===== config.mk =====
export PLATFORM = sky130hd
export DESIGN_NAME = cksharp_core
export DESIGN_NICKNAME = d
export VERILOG_FILES = /design/src/hdl/cksharp_pkg.sv /design/src/hdl/cksharp_core.sv
export SDC_FILE = /design/constraint.sdc
export NUM_CORES = 1
export LEC_CHECK = 0
export ABC_AREA = 1
export BUFFER_PORTS_ARGS = -buffer_cell sky130_fd_sc_hd__buf_2
export CAP_MARGIN = 15
export CORE_MARGIN = 3
export CORE_UTILIZATION = 30
export CTS_CLUSTER_DIAMETER = 200
export DETAILED_ROUTE_END_ITERATION = 8
export GPL_ROUTABILITY_DRIVEN = 0
export GPL_TIMING_DRIVEN = 1
export PLACE_DENSITY = 0.46
export SKIP_CTS_REPAIR_TIMING = 1
export SLEW_MARGIN = 5
export SYNTH_ARGS = -nofsm -noshare
export SYNTH_HDL_FRONTEND = slang
export SYNTH_SLANG_ARGS = --single-unit

===== constraint.sdc =====
create_clock -name aclk -period 4.8 [get_ports aclk]
set_input_delay 0.48 -clock aclk [delete_from_list [all_inputs] [get_ports aclk]]
set_output_delay 0.48 -clock aclk [all_outputs]
set_load 0.02 [all_outputs]

===== src/hdl/cksharp_pkg.sv =====
package cksharp_pkg;

    localparam int MAX_WIDTH    = 2048;
    localparam int MAX_CHANNELS = 4;
    localparam int STORE_DEPTH  = MAX_WIDTH * MAX_CHANNELS;
    localparam int ADDR_W       = $clog2(STORE_DEPTH);
    localparam int RLEN_W       = ADDR_W + 1;
    localparam int CH_IDX_W     = (MAX_CHANNELS > 1) ? $clog2(MAX_CHANNELS) : 1;
    localparam int PIX_W        = 8;
    localparam int DIM_W        = 12;
    localparam int CHN_W        = 3;
    localparam int ACC_W        = 12;

    localparam logic [DIM_W-1:0] WIDTH_RESET    = 12'd640;
    localparam logic [DIM_W-1:0] HEIGHT_RESET   = 12'd480;
    localparam logic [CHN_W-1:0] CHANNELS_RESET = 3'd3;
    localparam logic [DIM_W-1:0] DIM_MIN        = 12'd3;

    typedef enum logic [1:0] {
        REG_WIDTH    = 2'd0,
        REG_HEIGHT   = 2'd1,
        REG_CHANNELS = 2'd2
    } cfg_reg_t;

    typedef struct packed {
        logic                sel;
        logic                has_out;
        logic                inner;
        logic                last_row;
        logic                last_elem;
        logic [CH_IDX_W-1:0] ch_idx;
    } item_ctl_t;

endpackage


===== src/hdl/cksharp_core.sv =====
module cksharp_core
    import cksharp_pkg::*;
(
    input  logic             aclk,
    input  logic             aresetn,
    input  logic             s_valid,
    output logic             s_ready,
    input  logic [PIX_W-1:0] sample,
    input  item_ctl_t        ctl,
    input  logic [PIX_W-1:0] a_centre,
    input  logic [PIX_W-1:0] a_right,
    input  logic [PIX_W-1:0] b_centre,
    input  logic [PIX_W-1:0] b_right,
    output logic             m_valid,
    input  logic             m_ready,
    output logic [PIX_W-1:0] m_value,
    output logic             m_last_frame,
    output logic             m_last_run
);

    logic             v1_reg, v1_next;
    item_ctl_t        ctl1_reg;
    logic [PIX_W-1:0] sample1_reg;
    logic [PIX_W-1:0] hist_reg [MAX_CHANNELS];

    logic             v2_reg, v2_next;
    logic             beat2_reg, beat2_next;
    logic [PIX_W-1:0] value2_reg;
    logic             last_row2_reg;
    logic             last_elem2_reg;

    logic             accept;
    logic             adv1;
    logic             st2_free;
    logic             final2;
    logic [PIX_W-1:0] centre;
    logic [PIX_W-1:0] right;
    logic [PIX_W-1:0] up;
    logic [PIX_W-1:0] left;
    logic [ACC_W-1:0] acc;
    logic [PIX_W-1:0] result;

    assign final2   = !last_row2_reg || beat2_reg;
    assign st2_free = !v2_reg || (m_ready && final2);
    assign adv1     = v1_reg && (!ctl1_reg.has_out || st2_free);
    assign s_ready  = !v1_reg || adv1;
    assign accept   = s_valid && s_ready;

    assign centre = ctl1_reg.sel ? b_centre : a_centre;
    assign right  = ctl1_reg.sel ? b_right  : a_right;
    assign up     = ctl1_reg.sel ? a_centre : b_centre;
    assign left   = hist_reg[ctl1_reg.ch_idx];

    always_comb begin
        acc = ACC_W'({centre, 2'b00}) + ACC_W'(centre) - ACC_W'(left) - ACC_W'(right)
              - ACC_W'(up) - ACC_W'(sample1_reg);
        if (!ctl1_reg.inner || acc[ACC_W-1]) begin
            result = '0;
        end else if (acc > ACC_W'(255)) begin
            result = 8'd255;
        end else begin
            result = acc[PIX_W-1:0];
        end
    end

    always_comb begin
        v1_next = v1_reg;
        if (accept) begin
            v1_next = 1'b1;
        end else if (adv1) begin
            v1_next = 1'b0;
        end
    end

    always_comb begin
        v2_next    = v2_reg;
        beat2_next = beat2_reg;
        if (adv1 && ctl1_reg.has_out) begin
            v2_next    = 1'b1;
            beat2_next = 1'b0;
        end else if (v2_reg && m_ready) begin
            if (final2) begin
                v2_next = 1'b0;
            end else begin
                beat2_next = 1'b1;
            end
        end
    end

    always_ff @(posedge aclk) begin
        if (!aresetn) begin
            v1_reg    <= 1'b0;
            v2_reg    <= 1'b0;
            beat2_reg <= 1'b0;
        end else begin
            v1_reg    <= v1_next;
            v2_reg    <= v2_next;
            beat2_reg <= beat2_next;
        end
    end

    always_ff @(posedge aclk) begin
        if (accept) begin
            ctl1_reg    <= ctl;
            sample1_reg <= sample;
        end
        if (adv1) begin
            hist_reg[0] <= centre;
            for (int i = 1; i < MAX_CHANNELS; i++) begin
                hist_reg[i] <= hist_reg[i-1];
            end
        end
        if (adv1 && ctl1_reg.has_out) begin
            value2_reg     <= result;
            last_row2_reg  <= ctl1_reg.last_row;
            last_elem2_reg <= ctl1_reg.last_elem;
        end
    end

    assign m_valid      = v2_reg;
    assign m_value      = beat2_reg ? '0 : value2_reg;
    assign m_last_frame = beat2_reg && last_elem2_reg;
    assign m_last_run   = beat2_reg || !last_row2_reg;

endmodule

======== Word level (Yosys, flattened, before mapping) ========
Memories as Yosys holds them, arrays and structs flattened. A register that Yosys moved wholly into a read port is not among the register bits.
Cells that the tools add are included.
storage, ports and cells
  flip-flop bits (word level) ............. 28
  memory bits (writable) .................. 32
  input port bits ......................... 51
  output and inout bits ................... 12
  word-level logic and storage cells ...... 57
  memories ................................ 1
memory list
  memory    depth  width  rd ports  clocked after Yosys merged registers in  write ports  RTL line            text
  hist_reg  4      8      4         1                                        4            cksharp_core.sv:24  logic [PIX_W-1:0] hist_reg [MAX_CHANNELS];
operators by class
  add/sub/neg operators ................... 5
  order comparisons ....................... 1
  mux-type cells .......................... 13
  bitwise logic cells ..................... 2
  reductions and logical operators ........ 22
operators with widths
  cell                                                                    number
  8-bit 2-to-1 mux                                                        5
  12-bit by 8-bit subtractor with 12-bit output                           3
  12-bit by 8-bit > comparator with 1-bit output (second input constant)  1
  11-bit by 8-bit subtractor with 12-bit output                           1
  10-bit by 8-bit adder with 11-bit output                                1
  1-bit 2-to-1 mux                                                        7
  1-bit logical AND                                                       6
  2-bit nonzero test                                                      3
  1-bit logical NOT                                                       5
  1-bit logical OR                                                        5
  2-bit AND reduction                                                     2
  2-bit 2-to-1 mux                                                        1
  1-bit inverter                                                          2
  2-bit OR reduction                                                      1

======== Depth between registers and ports, before layout ========
  depth after elaboration ................. 9
  mapped depth ............................ 23
  depth with buffers taken out ............ 21

======== Worst setup path before layout ========
OpenSTA, ideal clock, no wires.
  path kind ............................... reg-to-reg
  start point ............................. register (tool-made name)
  end point ............................... register value2_reg[0] (data pin)
  library setup time ...................... 0.263 ns
  arrival time ............................ 3.802 ns
  required time ........................... 4.537 ns
  setup slack ............................. 0.735 ns
  stages on the path, launching flop included .. 21
  path buffers ............................ 2
  clock period less this slack ............ 4.065 ns
  cell sequence ........................... dfxtp_1 buf_2 inv_1 buf_2 nand2_1 a32o_1 fa_1 fa_1 inv_1 fa_1 inv_1 ha_1 or2_1 nand3_1 nand2_1 nand2_1 nand2_1 inv_1 nand2_2 nor2_4 a21oi_1
RTL lines
  element                 RTL line             text
  end signal: assignment  cksharp_core.sv:114  value2_reg <= result;
  end: declaration        cksharp_core.sv:28   logic [PIX_W-1:0] value2_reg;

======== Final worst setup path ========
  start point ............................. register ctl1_reg[6] in the netlist's numbering
  end point ............................... register value2_reg[2] (data pin)
between the ends
  longest elaborated chain between the ends .. 8
  elaborated cells on any way between the ends .. 11
  classes of those cells .................. add/sub: 5; order compare: 1; mux: 4; reduce/logical: 1
RTL lines
  element                                                       RTL line             text
  start: declaration                                            cksharp_core.sv:22   item_ctl_t ctl1_reg;
  start signal: assignment                                      cksharp_core.sv:104  ctl1_reg <= ctl;
  8-bit 2-to-1 mux                                              cksharp_core.sv:49   assign centre = ctl1_reg.sel ? b_centre : a_centre;
  10-bit by 8-bit adder with 11-bit output                      cksharp_core.sv:55   acc = ACC_W'({centre, 2'b00}) + ACC_W'(centre) - ACC_W'(left) - ACC_W'(right)
  11-bit by 8-bit subtractor with 12-bit output                 cksharp_core.sv:55
  12-bit by 8-bit subtractor with 12-bit output                 cksharp_core.sv:55
  12-bit by 8-bit subtractor with 12-bit output * (2 in a row)  cksharp_core.sv:56   - ACC_W'(up) - ACC_W'(sample1_reg);
  12-bit by 8-bit > comparator with 1-bit output                cksharp_core.sv:59   end else if (acc > ACC_W'(255)) begin
  8-bit 2-to-1 mux                                              cksharp_core.sv:59
Every way passes the cells marked *; elsewhere a longest branch is shown, timed or not.
A chain may end at the register's enable or synchronous reset.

==> parameters.txt <==
Parameter                              Value

Outcome
  Run status    finished clean

Final layout
  Most used cells in the layout excluding fill and tap cells    sky130_fd_sc_hd__inv_1, sky130_fd_sc_hd__nand2_1, sky130_fd_sc_hd__buf_2
  Number of nets in the layout    581
  Leading cell type in the layout, fill and taps excluded    sky130_fd_sc_hd__inv_1
  Total non-filler cell area in the finished layout    4980 um^2
  Area added between synthesis and finish    23.3%
  Share of post-route cells with drive strength above 1    21.4%
  Final standard cell utilization of the core    between 30% and 40%
  Number of flip-flops in the largest register    32
  ANT cells    0

Placement
  Placed Instance Area    4590 um^2
  Setup WS pre-CTS    0.321 ns
  # port buffers    62
  Dpl hpwl    roughly 7000 um

Die
  Number of top-level pins    63
  Die area    14900 um^2
  Core footprint    12900 um^2
  Die extent in x    122 um
  Floorplan row count    41
  Floorplan die height    122 um
  Initial Utilization    between 30% and 40%

Drt
  Total iterations of the first detailed-routing run    4
  Routed wire length per instance    13.3 um
  DRC Markers    0
  DRC marker count from the first detailed-route iteration    153
  Detailed Route WL    8810 um
  Number of nets with antenna violations after detailed routing    0
  Via density per instance    4.36
  Vias post-DR    ~2900

Global route
  Gr usage total    13.0%
  Antenna violations before repair    0
  Pin count of the biggest net entering global routing    33
  Total congestion overflow after global routing    0
  Number of global-route vias before repair    just over 3000
  Wire length of the first global-routing pass    14700 um

Synthesis
  Count of mapped cells out of synthesis    around 400
  Synth cell types    29
  Mapped Area    4040 um^2
  Post-Syn Nets    about 510
  Sequential share of the synthesized area    44.9%
  Fraction of synthesized cell area taken by the top area cell type    between 40% and 50%
  Cells taking the most area after synthesis    sky130_fd_sc_hd__edfxtp_1, sky130_fd_sc_hd__fa_1, sky130_fd_sc_hd__inv_1, sky130_fd_sc_hd__nand2_1, sky130_fd_sc_hd__ha_1
  Syn Area/Cell    between 9 and 10 um^2
  Number of storage elements in the synthesis netlist    62
  Top cell type by total area after synthesis    sky130_fd_sc_hd__edfxtp_1
  Synthesis Warnings    0

STA
  Share of the clock period used by the worst path    91.8%
  Setup clock skew after layout    0.00814 ns
  Sum Neg Setup Slack    0 ns
  Max-Slew Margin vs Limit    45.9%
  Minimum setup slack in the final design    0.394 ns
  Setup repair after global routing missed its margin    false
  Transition at the pin with the smallest max-transition slack    0.811 ns
  Max frequency    0.227 GHz
  Total count of max-transition violations in the final report    0
  Final Hold Fails    0
  Setup violation total in the final timing report    0
  Minimum period implied by the final worst setup slack    4.41 ns

Setup path
  Req. time, crit path    4.87 ns
  Endpoint kind of the worst setup timing path    register
  Startpoint-to-endpoint class of the critical path    reg2reg
  Data arrival time of the critical path    4.48 ns
  Largest fanout of any net on the critical path    14
  Worst setup SP type    register

Power and ir drop
  Proportion of power drawn by the clock network    29.8%
  Switching pwr    1.11 mW
  Net switching share of the total power    38.7%
  Max VDD drop    0.000193 V
  P per Cell Area    577 nW/um^2
  Gate power share    47.7%
  Reg power frac    22.5%
  PnR Total Power    2.87 mW
  Internal cell power    1.76 mW
  Cell leakage power    between 2 and 2.5 nW

Clocking
  Latest clock arrival within the worst-skew pair    0.34 ns
  Level count of the clock H-tree    3
  Maximum clock insertion buffer count    2
  CTS buffer count    9
  Clock-pin slew on the worst setup and hold paths    0.06 ns
  TritonCTS clock tree    yes
  Sink count of the clock tree    just over 60
  Cell at the root of the clock tree    sky130_fd_sc_hd__clkbuf_16

Flow run
  Max-cap violations    0

Min path
  Worst hold path type    in2reg
[cells by family after synthesis]
kind of cell | synth area share [%]
and+or+nand+nor | 14.5
buffers and inverters | 9.73
DFF | 44.9
AOI/OAI and AO/OA | 7.56
adders and majority gates | 19.5
xor gates and xnor gates | 1.73
muxes | 2.11
[per-stage QoR]
step	instances	hold WS [ns]
after detailed placement	646	0.413
after global routing	662	0.302
final	662	0.315
after floorplan	412	0.400
after CTS	662	0.300
after global placement	646	0.402
[path summary, 6_finish.rpt]
kind,slack (ns),end,depth (start not counted),start
worst max-delay path,0.39,value2_reg[2],16,ctl1_reg[6]
worst min-delay path,0.32,sample1_reg[7],1,sample[7]
worst max register to register,0.39,value2_reg[2],16,ctl1_reg[6]
worst min register to register,0.42,last_row2_reg,0,ctl1_reg[3]
[critical path, stage by stage (launching register included)]
cell                       delay [ns]
sky130_fd_sc_hd__edfxtp_1        0.59
sky130_fd_sc_hd__buf_4           0.28
sky130_fd_sc_hd__mux2i_1         0.30
sky130_fd_sc_hd__fa_1            0.52
sky130_fd_sc_hd__fa_1            0.53
sky130_fd_sc_hd__fa_1            0.55
sky130_fd_sc_hd__fa_1            0.50
sky130_fd_sc_hd__nand2_1         0.10
sky130_fd_sc_hd__nand3_1         0.10
sky130_fd_sc_hd__nand3_1         0.12
sky130_fd_sc_hd__nand2_1         0.06
sky130_fd_sc_hd__nand2_1         0.06
sky130_fd_sc_hd__nand2_1         0.04
sky130_fd_sc_hd__inv_1           0.05
sky130_fd_sc_hd__nand2_2         0.06
sky130_fd_sc_hd__nor2_4          0.17
sky130_fd_sc_hd__a21oi_1         0.09
[power by group through the flow]
stage               Combinational [mW]  Clock, mW  Sequential, mW
floorplan                         1.08          0           0.651
global placement                  1.40          0           0.656
finish                            1.37      0.857           0.646
global route                      1.62      0.893           0.649
CTS                               1.40      0.875           0.646
detailed placement                1.40          0           0.657
[Yosys cell counts]
| library cell | instances |
|---|---|
| sky130_fd_sc_hd__xnor2_1 | 3 |
| sky130_fd_sc_hd__o22ai_1 | 4 |
| sky130_fd_sc_hd__buf_2 | 5 |
| sky130_fd_sc_hd__nand3_4 | 1 |
| sky130_fd_sc_hd__nor2_4 | 1 |
| sky130_fd_sc_hd__a21boi_0 | 1 |
| sky130_fd_sc_hd__inv_1 | 94 |
| sky130_fd_sc_hd__or2_1 | 1 |
| sky130_fd_sc_hd__xor2_1 | 5 |
| sky130_fd_sc_hd__nand4_1 | 2 |
| sky130_fd_sc_hd__nand3_1 | 9 |
| sky130_fd_sc_hd__buf_1 | 1 |
| sky130_fd_sc_hd__nand3_2 | 4 |
| sky130_fd_sc_hd__nor2_2 | 2 |
| sky130_fd_sc_hd__nor2_1 | 30 |
| sky130_fd_sc_hd__clkbuf_1 | 3 |
| sky130_fd_sc_hd__mux2i_1 | 4 |
| sky130_fd_sc_hd__o21bai_1 | 1 |
| sky130_fd_sc_hd__dfxtp_1 | 5 |
| sky130_fd_sc_hd__a21oi_1 | 27 |
| sky130_fd_sc_hd__ha_1 | 15 |
| sky130_fd_sc_hd__nand2_1 | 74 |
| sky130_fd_sc_hd__a32o_1 | 4 |
| sky130_fd_sc_hd__nand4_2 | 1 |
| sky130_fd_sc_hd__nand2_2 | 6 |
| sky130_fd_sc_hd__mux2_2 | 4 |
| sky130_fd_sc_hd__edfxtp_1 | 57 |
| sky130_fd_sc_hd__fa_1 | 30 |
| sky130_fd_sc_hd__o21ai_0 | 18 |
[cell type report]
type | count | area, um^2
sequential | 62 | 1810
multi-input combinational | 247 | 1830
fill | 1318 | 7900
clock inverter | 6 | 158
clock buffer | 10 | 229
inverter | 94 | 353
timing repair buffer | 71 | 378
tap | 172 | 215
[metal layers]
metal	up-vias	global-route usage, %	part of all wire [%]	routed length [um]
met5	-	0	0	0
li1	1459	-	-	-
met2	56	20.9	48	4270
met3	7	3.06	4.0	353
met4	0	4.62	1.2	102
met1	1366	17.2	46	4080
Note: power is estimated with default switching activity, not from simulation.
