File: src/hdl/cksharp_pkg.sv
package cksharp_pkg;

    localparam int MAX_WIDTH    = 2048;
    localparam int MAX_CHANNELS = 4;
    localparam int STORE_DEPTH  = MAX_WIDTH * MAX_CHANNELS;
    localparam int ADDR_W       = $clog2(STORE_DEPTH);
    localparam int RLEN_W       = ADDR_W + 1;
    localparam int CH_IDX_W     = (MAX_CHANNELS > 1) ? $clog2(MAX_CHANNELS) : 1;
    localparam int PIX_W        = 8;
    localparam int DIM_W        = 12;
    localparam int CHN_W        = 3;
    localparam int ACC_W        = 12;

    localparam logic [DIM_W-1:0] WIDTH_RESET    = 12'd640;
    localparam logic [DIM_W-1:0] HEIGHT_RESET   = 12'd480;
    localparam logic [CHN_W-1:0] CHANNELS_RESET = 3'd3;
    localparam logic [DIM_W-1:0] DIM_MIN        = 12'd3;

    typedef enum logic [1:0] {
        REG_WIDTH    = 2'd0,
        REG_HEIGHT   = 2'd1,
        REG_CHANNELS = 2'd2
    } cfg_reg_t;

    typedef struct packed {
        logic                sel;
        logic                has_out;
        logic                inner;
        logic                last_row;
        logic                last_elem;
        logic [CH_IDX_W-1:0] ch_idx;
    } item_ctl_t;

endpackage

File: src/hdl/cksharp_ctrl.sv
module cksharp_ctrl
    import cksharp_pkg::*;
(
    input  logic              aclk,
    input  logic              aresetn,
    input  logic              cfg_we,
    input  logic [1:0]        cfg_index,
    input  logic [DIM_W-1:0]  cfg_data,
    input  logic              accept,
    input  logic              start_of_frame,
    output item_ctl_t         ctl,
    output logic [ADDR_W-1:0] addr_centre,
    output logic [ADDR_W-1:0] addr_right,
    output logic              wr_en_a,
    output logic              wr_en_b
);

    logic [DIM_W-1:0]  width_reg, width_next;
    logic [DIM_W-1:0]  height_reg, height_next;
    logic [CHN_W-1:0]  channels_reg, channels_next;
    logic [DIM_W-1:0]  row_reg, row_next;
    logic [ADDR_W-1:0] elem_reg, elem_next;
    logic              sel_reg, sel_next;

    logic [DIM_W-1:0]  w_c;
    logic [DIM_W-1:0]  h_c;
    logic [CHN_W-1:0]  ch_c;
    logic [RLEN_W-1:0] row_len;
    logic [DIM_W-1:0]  r;
    logic [ADDR_W-1:0] e;
    logic [RLEN_W-1:0] e_ext;
    logic [RLEN_W-1:0] ch_ext;

    always_comb begin
        width_next    = width_reg;
        height_next   = height_reg;
        channels_next = channels_reg;
        if (cfg_we) begin
            case (cfg_reg_t'(cfg_index))
                REG_WIDTH:    width_next    = cfg_data;
                REG_HEIGHT:   height_next   = cfg_data;
                REG_CHANNELS: channels_next = cfg_data[CHN_W-1:0];
                default: ;
            endcase
        end
    end

    always_comb begin
        if (width_reg < DIM_MIN) begin
            w_c = DIM_MIN;
        end else if (width_reg > DIM_W'(MAX_WIDTH)) begin
            w_c = DIM_W'(MAX_WIDTH);
        end else begin
            w_c = width_reg;
        end
        h_c = (height_reg < DIM_MIN) ? DIM_MIN : height_reg;
        if (channels_reg == '0) begin
            ch_c = CHN_W'(1);
        end else if (channels_reg > CHN_W'(MAX_CHANNELS)) begin
            ch_c = CHN_W'(MAX_CHANNELS);
        end else begin
            ch_c = channels_reg;
        end
    end

    assign row_len = RLEN_W'(w_c) * RLEN_W'(ch_c);
    assign ch_ext  = RLEN_W'(ch_c);
    assign r       = start_of_frame ? '0 : row_reg;
    assign e       = start_of_frame ? '0 : elem_reg;
    assign e_ext   = RLEN_W'(e);

    always_comb begin
        ctl.sel       = sel_reg;
        ctl.has_out   = (r != '0);
        ctl.last_row  = (r >= h_c - DIM_W'(1));
        ctl.last_elem = (e_ext + RLEN_W'(1) >= row_len);
        ctl.inner     = (r >= DIM_W'(2)) && (r < h_c) && (e_ext >= ch_ext)
                        && (e_ext + ch_ext < row_len);
        ctl.ch_idx    = CH_IDX_W'(ch_c - CHN_W'(1));
    end

    assign addr_centre = e;
    assign addr_right  = ADDR_W'(e_ext + ch_ext);
    assign wr_en_a     = accept && sel_reg;
    assign wr_en_b     = accept && !sel_reg;

    always_comb begin
        row_next  = row_reg;
        elem_next = elem_reg;
        sel_next  = sel_reg;
        if (accept) begin
            if (ctl.last_elem) begin
                elem_next = '0;
                sel_next  = !sel_reg;
                row_next  = ctl.last_row ? '0 : r + DIM_W'(1);
            end else begin
                elem_next = e + ADDR_W'(1);
                row_next  = r;
            end
        end
    end

    always_ff @(posedge aclk) begin
        if (!aresetn) begin
            width_reg    <= WIDTH_RESET;
            height_reg   <= HEIGHT_RESET;
            channels_reg <= CHANNELS_RESET;
            row_reg      <= '0;
            elem_reg     <= '0;
            sel_reg      <= 1'b0;
        end else begin
            width_reg    <= width_next;
            height_reg   <= height_next;
            channels_reg <= channels_next;
            row_reg      <= row_next;
            elem_reg     <= elem_next;
            sel_reg      <= sel_next;
        end
    end

endmodule

File: config.mk
export PLATFORM = sky130hd
export DESIGN_NAME = cksharp_ctrl
export DESIGN_NICKNAME = d
export VERILOG_FILES = /design/src/hdl/cksharp_pkg.sv /design/src/hdl/cksharp_ctrl.sv
export SDC_FILE = /design/constraint.sdc
export NUM_CORES = 1
export LEC_CHECK = 0
export ABC_CLOCK_PERIOD_IN_PS = 7200
export BUFFER_PORTS_ARGS = -buffer_cell sky130_fd_sc_hd__clkbuf_2
export CAP_MARGIN = 20
export CORE_MARGIN = 5
export CORE_UTILIZATION = 62
export CTS_BUF_LIST = sky130_fd_sc_hd__clkbuf_4 sky130_fd_sc_hd__clkbuf_8
export DETAILED_ROUTE_END_ITERATION = 6
export PLACE_DENSITY = 0.84
export RECOVER_POWER = 25
export SYNTH_ARGS = -nofsm -noshare
export SYNTH_HDL_FRONTEND = slang
export SYNTH_SLANG_ARGS = --single-unit
File: constraint.sdc
create_clock -name aclk -period 7.2 [get_ports aclk]
set_input_delay 0.36 -clock aclk [delete_from_list [all_inputs] [get_ports aclk]]
set_output_delay 0.36 -clock aclk [all_outputs]
set_load 0.005 [all_outputs]
=== After elaboration in Yosys (flattened, before gate mapping) ===
Index checks and enable logic that the tools add are counted.

* Equality and inequality tests: 2
* $lt $le $gt $ge: 10
* Add/sub/neg operators: 6
* Muxes and demuxes: 10
* Multiply operators: 1
* Reductions and logical operators: 13

{| class="wikitable"
|+ Operator list
! cell !! count
|-
| $mux 12 || 6
|-
| $mux 13 || 2
|-
| $lt 12x2->1 const B || 2
|-
| $add 13x1->14 const B || 1
|-
| $add 13x3->14 || 1
|-
| $ge 14x14->1 || 1
|-
| $lt 14x14->1 || 1
|-
| $mul 12x3->14 || 1
|-
| $add 13x1->13 const B || 1
|-
| $ge 13x3->1 || 1
|-
| $add 12x1->12 const B || 1
|-
| $ge 12x12->1 || 1
|-
| $ge 12x2->1 const B || 1
|-
| $gt 12x12->1 const B || 1
|-
| $lt 12x12->1 || 1
|-
| $reduce_bool 12->1 || 1
|-
| $sub 12x1->12 const B || 1
|-
| $reduce_and 2->1 || 4
|-
| $mux 3 || 2
|-
| $logic_and 1x1->1 || 5
|-
| $gt 3x3->1 const B || 1
|-
| $logic_not 3->1 || 1
|-
| $eq 2x1->1 const B || 1
|-
| $eq 2x2->1 const B || 1
|-
| other kinds (3) || 3
|}

* Flip-flop bits (word level): 53
* Word-level logic and storage cells: 48

=== Longest topological paths before layout ===
Gate-level depths: netlist of the first run.

* Depth after elaboration: 6
* Mapped depth: 28
* Gate-level depth less buffers: 26

=== Worst setup path before layout of the first run ===
Ideal clock, no wire load.

* Path kind: flip-flop to flip-flop
* From: reg width_reg[2]
* To: reg row_reg[4]
* Arrival: 5140 ps
* Period minus slack after synthesis: 5258 ps
* Cell stages (with the launch flop): 25
* Data required time: 7083 ps
* Slack: 1942 ps
* Cell sequence: dfxtp_1 nor4_1 nand3_1 o31a_1 nor2_1 nand2_1 fa_1 inv_1 ha_1 nand3_1 o211ai_1 or2_2 a21oi_1 nor2b_1 nor2_1 xor2_1 ha_1 nand2_1 nor3_1 or4b_1 nand4_1 o2111ai_1 a31oi_4 o32ai_1 a32o_1

* Longest elaborated chain between the ends: 6
* Elaborated cells on any way between the ends: 7

{| class="wikitable"
|+ Ends and longest elaborated chain
! what !! line !! RTL
|-
| start: declaration || cksharp_ctrl.sv:18 || <nowiki>logic [DIM_W-1:0] width_reg, width_next;</nowiki>
|-
| start signal: assignment || cksharp_ctrl.sv:112 || <nowiki>width_reg <= width_next;</nowiki>
|-
| $gt 12x12->1 || cksharp_ctrl.sv:51 || <nowiki>end else if (width_reg > DIM_W'(MAX_WIDTH)) begin</nowiki>
|-
| $mux 12 || cksharp_ctrl.sv:51 ||
|-
| $mux 12 (*) || cksharp_ctrl.sv:49 || <nowiki>if (width_reg < DIM_MIN) begin</nowiki>
|-
| $mul 12x3->14 (*) || cksharp_ctrl.sv:66 || <nowiki>assign row_len = RLEN_W'(w_c) * RLEN_W'(ch_c);</nowiki>
|-
| $ge 14x14->1 (*) || cksharp_ctrl.sv:76 || <nowiki>ctl.last_elem = (e_ext + RLEN_W'(1) >= row_len);</nowiki>
|-
| $mux 12 (*) || cksharp_ctrl.sv:92 || <nowiki>if (ctl.last_elem) begin</nowiki>
|-
| end signal: assignment || cksharp_ctrl.sv:115 || <nowiki>row_reg <= row_next;</nowiki>
|-
| end: declaration || cksharp_ctrl.sv:21 || <nowiki>logic [DIM_W-1:0] row_reg, row_next;</nowiki>
|}

Mark *: on every way between the ends. The rest lies on a longest branch, timed or not.
A chain may end at the register's enable or synchronous reset.

==> flow_metrics.py, run 1 <==
metrics = {
    "status": {
        "status": "completed",
    },
    "cells_and_area": {
        "fin_util": 0.679,
        "nets": 849,
        "largest_reg_flops": 13,
        "layout_common_cells": "110 x nand2_1, 71 x ha_1, 53 x inv_1, 53 x dfxtp_1, 48 x clkbuf_2",
        "syn_to_final_growth_pct": 7.29,
        "layout_commonest_cell": "nand2_1",
        "antenna_cells": 0,
        "drive_gt1_frac": 0.103,
        "fill_cells": 763,
    },
    "place": {
        "port-buffer-count": 53,
        "hpwlAfterDp_um": 11500,
        "gp_congestion": 0.923,
    },
    "critical_path": {
        "critPathKind": "reg -> out",
        "startpoint_type": "flip-flop",
        "endpoint_kind": "primary output",
        "path_cells": "nor4_1 > nand3_1 > o31a_1 > nor2_1 > nand2_1 > fa_1 > inv_1 > ha_1 > nor2b_1 > o2111ai_1 > nand2_1 > nor2_1 > o21bai_1 > a21oi_1 > xor2_1 > ha_1 > nand2_1 > nor3_1 > or4b_1 > a21oi_1 > a221oi_2 > o21bai_2 > clkbuf_2",
        "cp_max_fo": 11,
        "crit_slowest_cell": "fa_1",
        "crit_top_cell": "nand2_1",
        "worstPathArrival_ns": 6.08,
        "slowest_delay_ns": 0.56,
        "crit_required_ns": 6.84,
    },
    "job": {
        "cap_violations": 0,
    },
    "timing": {
        "rsz0062_at_grt": "false",
        "min_period_ns": 6.44,
        "fmaxAchievable_mhz": 155,
        "setup_tns_ns": 0,
        "fin_skew_ns": 0.0159,
        "hold_viol_final": 0,
        "finalMaxSlewViolations": 0,
        "worst_pin_slew_ns": 0.925,
        "slew_headroom": 0.381,
        "setup_viol": 0,
        "fin_crit_sh": 0.895,
    },
    "die": {
        "die_w_um": 104,
        "die-height_um": 104,
        "dieArea_sq_um": 10800,
        "core-area_sq_um": 8680,
        "pin_count": 54,
        "row_count": 34,
        "initial_utilization": 0.633,
    },
    "cts": {
        "cts_sinks": 53,
        "ctsLongestPathBuffers": 2,
        "post-cts-setup-buffers": 0,
        "cts_max_level": 2,
        "cts_tree": "yes",
        "cts_made_buffers": 5,
        "clock_insertion_delay_worst_skew_ns": 0.32,
        "cts-resized-gates": 0,
        "clockRootBuffer": "clkbuf_8",
        "postCtsHoldBufs": 0,
        "cts.clk_slew.worst_paths_ns": 0.10,
    },
    "grt": {
        "grt_use_total": 0.265,
        "antenna_found_initial": 0,
        "met2_usage": 0.451,
        "grt-ovfl-total": 0,
        "grt_pass1_wl_um": 24500,
        "first_global_vias": 5240,
        "use_met1": 0.343,
        "busiest_layer": "met2",
        "grt_max_degree": 39,
        "use_met3": 0.0410,
    },
    "yosys": {
        "syn-num-nets": 813,
        "ys.flop_type": "dfxtp_1",
        "synth.distinct_cells": 70,
        "synth_seq_cells": 53,
        "syn_area_sq_um": 5490,
        "syn-mean-instance-area_sq_um": 7.72,
        "synth_edf_count": 0,
        "synthCells": 711,
        "yosys_warnings": 0,
        "synthArstFlopShare": 0,
        "seq_area_frac_synth": 0.193,
    },
    "detailed_routing": {
        "routed_wl_um": 14400,
        "avgViaCountPerCell": 6.16,
        "dr.first_iter.drc_count": 304,
        "route.detailed.drc": 0,
        "ant_nets": 0,
        "avgRoutedWirePerCell_um": 16.8,
        "firstDrtPassIters": 5,
        "routed-via-count": 5271,
    },
    "worst_hold_path": {
        "hold_path_class": "in -> reg",
    },
    "pwr": {
        "peakVddDrop_uv": 86.8,
        "leakage_nw": 2.84,
        "cellPowerDensity_nw_per_um2": 118,
    },
}
==> Yosys cell counts, drive strengths merged (17+ instances only) <==
library cell	count	area, sq um
o21ai	17	85.1
dfxtp	53	1060
nor2	47	186
ha	71	888
nor2b	23	146
nand2	110	413
inv	54	203
a21oi	43	215
xnor2	24	210
nand3	26	130
clkbuf	18	68.8
xor2	17	149
==> final cells by class <==
cell class	count	area, sq um	area share
multi-input cells	577	4100	0.696
clock inverters	3	48.8	0.00828
inverters	55	206	0.0350
flip-flops and latches	53	1060	0.180
repair buffers	55	272	0.0461
clock buffers	5	68.8	0.0117
well taps	108	135	0.0229
==> metal layers <==
layer,vias up,routed length (um)
li1,2560,-
met1,2469,6240
met2,211,6830
met3,31,982
met4,0,328
met5,-,0
==> through the flow <==
stage | worst slack [ns] | hold slack (ns) | instances | total power (W) | cell area, sq um
finish | 0.759 | 0.272 | 856 | 0.000692 | 5890
global route | 0.193 | 0.281 | 856 | 0.000730 | 5890
global placement | 1.31 | 0.469 | 847 | 0.000473 | 5770
detailed placement | 1.07 | 0.471 | 847 | 0.000482 | 5770
CTS | 0.805 | 0.266 | 855 | 0.000694 | 5890
floorplan | 1.94 | 0.449 | 711 | 0.000435 | 5490
==> critical path: cells and delay by family (launching register included) <==
family / cells / cell delay [ns]
simple gates: 10 / 2.31
buf+inv: 2 / 0.26
flops: 1 / 0.36
compound gates: 7 / 1.52
fa+ha+maj: 3 / 1.21
xor+xnor: 1 / 0.11
==> kinds of logic (layout without fill, tap and decap cells) <==
logic type      Yosys count  count (layout)  synth area share
simple gates            304             304             0.283
compound gates          142             142             0.180
fa+ha+maj                83              83             0.206
buf+inv                  81             118            0.0602
flops                    53              53             0.193
xor+xnor                 41              41            0.0654
mux                       7               7            0.0132
==> report_power, final <==
group | total [W] | switching (W) | internal [W]
clock network | 0.000215 | 0.000109 | 0.000106
registers | 0.000308 | 0.00000810 | 0.000300
logic | 0.000169 | 0.000104 | 0.0000648
==> final timing paths <==
path | slack [ns] | cells after the start | to | start
worst min register to register | 0.49 | 2 | width_reg[0] | width_reg[0]
worst max-delay path | 0.76 | 23 | ctl[2] | width_reg[2]
worst max register to register | 0.99 | 24 | row_reg[1] | width_reg[2]
worst min-delay path | 0.27 | 3 | height_reg[3] | cfg_data[3]
Power figures use the tool's default switching activity.
==> run 2, diff against run 1 <==
CORE_UTILIZATION = 61   (was 62)
CTS_BUF_LIST = unset   (was sky130_fd_sc_hd__clkbuf_4 sky130_fd_sc_hd__clkbuf_8)
PLACE_DENSITY = 0.83   (was 0.84)
==> flow_metrics.py, run 2 (same netlist as run 1, synthesis figures left out) <==
metrics = {
    "critical_path": {
        "critPathKind": "reg -> out",
        "critPathLaunch": "width_reg[2]",
        "crit_required_ns": 6.84,
        "rr_worst_depth": 26,
        "reg2reg_slack_ns": 0.95,
        "cp_max_fo": 11,
        "crit_slowest_cell": "or4b_1",
        "worstPathArrival_ns": 6.07,
        "crit_end": "ctl[2]",
        "slowest_delay_ns": 0.56,
        "endpoint_kind": "primary output",
        "r2r-end": "row_reg[5]",
        "crit_top_cell": "nand2_1",
        "startpoint_type": "flip-flop",
        "r2r-start": "width_reg[2]",
    },
    "cts": {
        "post-cts-setup-buffers": 0,
        "postCtsHoldBufs": 0,
        "clock_insertion_delay_worst_skew_ns": 0.31,
        "cts_made_buffers": 5,
        "cts_tree": "yes",
        "ctsLongestPathBuffers": 2,
        "cts_sinks": 53,
        "cts-resized-gates": 0,
        "cts_max_level": 2,
        "cts.clk_slew.worst_paths_ns": 0.09,
        "clockRootBuffer": "clkbuf_8",
    },
    "die": {
        "die_w_um": 105,
        "initial_utilization": 0.626,
        "dieArea_sq_um": 11000,
        "pin_count": 54,
        "die-height_um": 105,
        "row_count": 34,
        "core-area_sq_um": 8760,
    },
    "cells_and_area": {
        "nets": 849,
        "drive_gt1_frac": 0.102,
        "largest_reg_flops": 13,
        "layout_common_cells": "110 x nand2_1, 71 x ha_1, 53 x inv_1, 53 x dfxtp_1, 49 x clkbuf_2",
        "antenna_cells": 0,
        "fill_cells": 743,
        "syn_to_final_growth_pct": 7.27,
        "layout_commonest_cell": "nand2_1",
    },
    "place": {
        "gp_congestion": 0.944,
        "port-buffer-count": 53,
        "place_ws_ns": 1.04,
        "hpwlAfterDp_um": 11700,
    },
    "timing": {
        "hold_viol_final": 0,
        "fin_crit_sh": 0.894,
        "rsz0062_at_grt": "false",
        "slew_headroom": 0.407,
        "fin_skew_ns": 0.00962,
        "fmaxAchievable_mhz": 155,
        "min_period_ns": 6.43,
        "finalMaxSlewViolations": 0,
        "setup_viol": 0,
        "setup_tns_ns": 0,
        "worst_pin_slew_ns": 0.886,
        "fin_ws_ns": 0.765,
    },
    "detailed_routing": {
        "routed_wl_um": 14500,
        "drt-met1-wl_um": 6140,
        "firstDrtPassIters": 5,
        "dr_wl_met2_um": 7040,
        "top_layer": "met4",
        "ant_nets": 0,
        "route.detailed.drc": 0,
        "routed-via-count": 5266,
        "met3_length_um": 892,
        "dr.first_iter.drc_count": 262,
        "avgViaCountPerCell": 6.15,
        "avgRoutedWirePerCell_um": 16.9,
    },
    "pwr": {
        "total_power_w": 0.000691,
        "cellPowerDensity_nw_per_um2": 117,
        "leakage_nw": 2.84,
        "peakVddDrop_uv": 78.4,
    },
    "grt": {
        "antenna_found_initial": 0,
        "grt_use_total": 0.262,
        "grt_pass1_wl_um": 24500,
        "grt_max_degree": 39,
        "grt-ovfl-total": 0,
        "first_global_vias": 5245,
    },
    "worst_hold_path": {
        "hold_path_class": "in -> reg",
    },
    "status": {
        "status": "completed",
    },
    "job": {
        "cap_violations": 0,
    },
}
==> run 2: changes by cell type in the layout (fill, tap and decap cells not counted), sizes merged <==
cell,before,now
buf,2,1
inv,55,54
clkinvlp,1,0
clkbuf,58,61
==> run 2: how the worst min path moves through the flow <==
| stage | startpoint | end | slack, ns | cells past startpoint |
|---|---|---|---|---|
| finish | cfg_data[10] | height_reg[10] | 0.29 | 3 |
| CTS | cfg_data[10] | height_reg[10] | 0.29 | 3 |
| global route | cfg_data[10] | height_reg[10] | 0.29 | 3 |
| global placement | width_reg[1] | width_reg[1] | 0.47 | 2 |
| floorplan | width_reg[1] | width_reg[1] | 0.45 | 2 |
| detailed placement | width_reg[1] | width_reg[1] | 0.48 | 2 |
==> run 2: metrics by stage <==
step | cells | util | cell area [sq um] | hold WS (ns)
global placement | 847 | 0.659 | 5770 | 0.472
global route | 856 | 0.672 | 5890 | 0.294
detailed placement | 847 | 0.659 | 5770 | 0.477
finish | 856 | 0.672 | 5890 | 0.294
CTS | 855 | 0.672 | 5890 | 0.291
floorplan | 711 | - | 5490 | 0.449
==> run 2: layout make-up <==
cell class                 instances  area, sq um  share of cell area
clock buffer                       7         86.3              0.0147
clock inverter                     1         30.0             0.00510
inverter                          55          206              0.0351
multi-input combinational        577         4100               0.696
sequential                        53         1060               0.180
tap                              108          135              0.0229
timing repair buffer              55          272              0.0461
==> run 2: power by group <==
group | switching (W) | internal (W) | leakage (nW)
sequential | 0.00000846 | 0.000300 | 0.430
combinational | 0.000105 | 0.0000645 | 2.35
clock | 0.0000993 | 0.000114 | 0.0585
==> run 2: per-layer routing <==
| layer | vias to the layer above | track usage |
|---|---|---|
| li1 | 2572 | - |
| met1 | 2478 | 0.334 |
| met2 | 185 | 0.448 |
| met3 | 31 | 0.0364 |
| met4 | 0 | 0.0959 |
| met5 | - | 0 |
==> run 2: worst max-delay path: cells and delay by family (launching register included) <==
family / cells / cell delay (ns)
fa+ha+maj: 4 / 1.31
xor+xnor: 1 / 0.17
simple gates: 10 / 2.22
buf+inv: 3 / 0.34
compound gates: 7 / 1.37
flops: 1 / 0.36
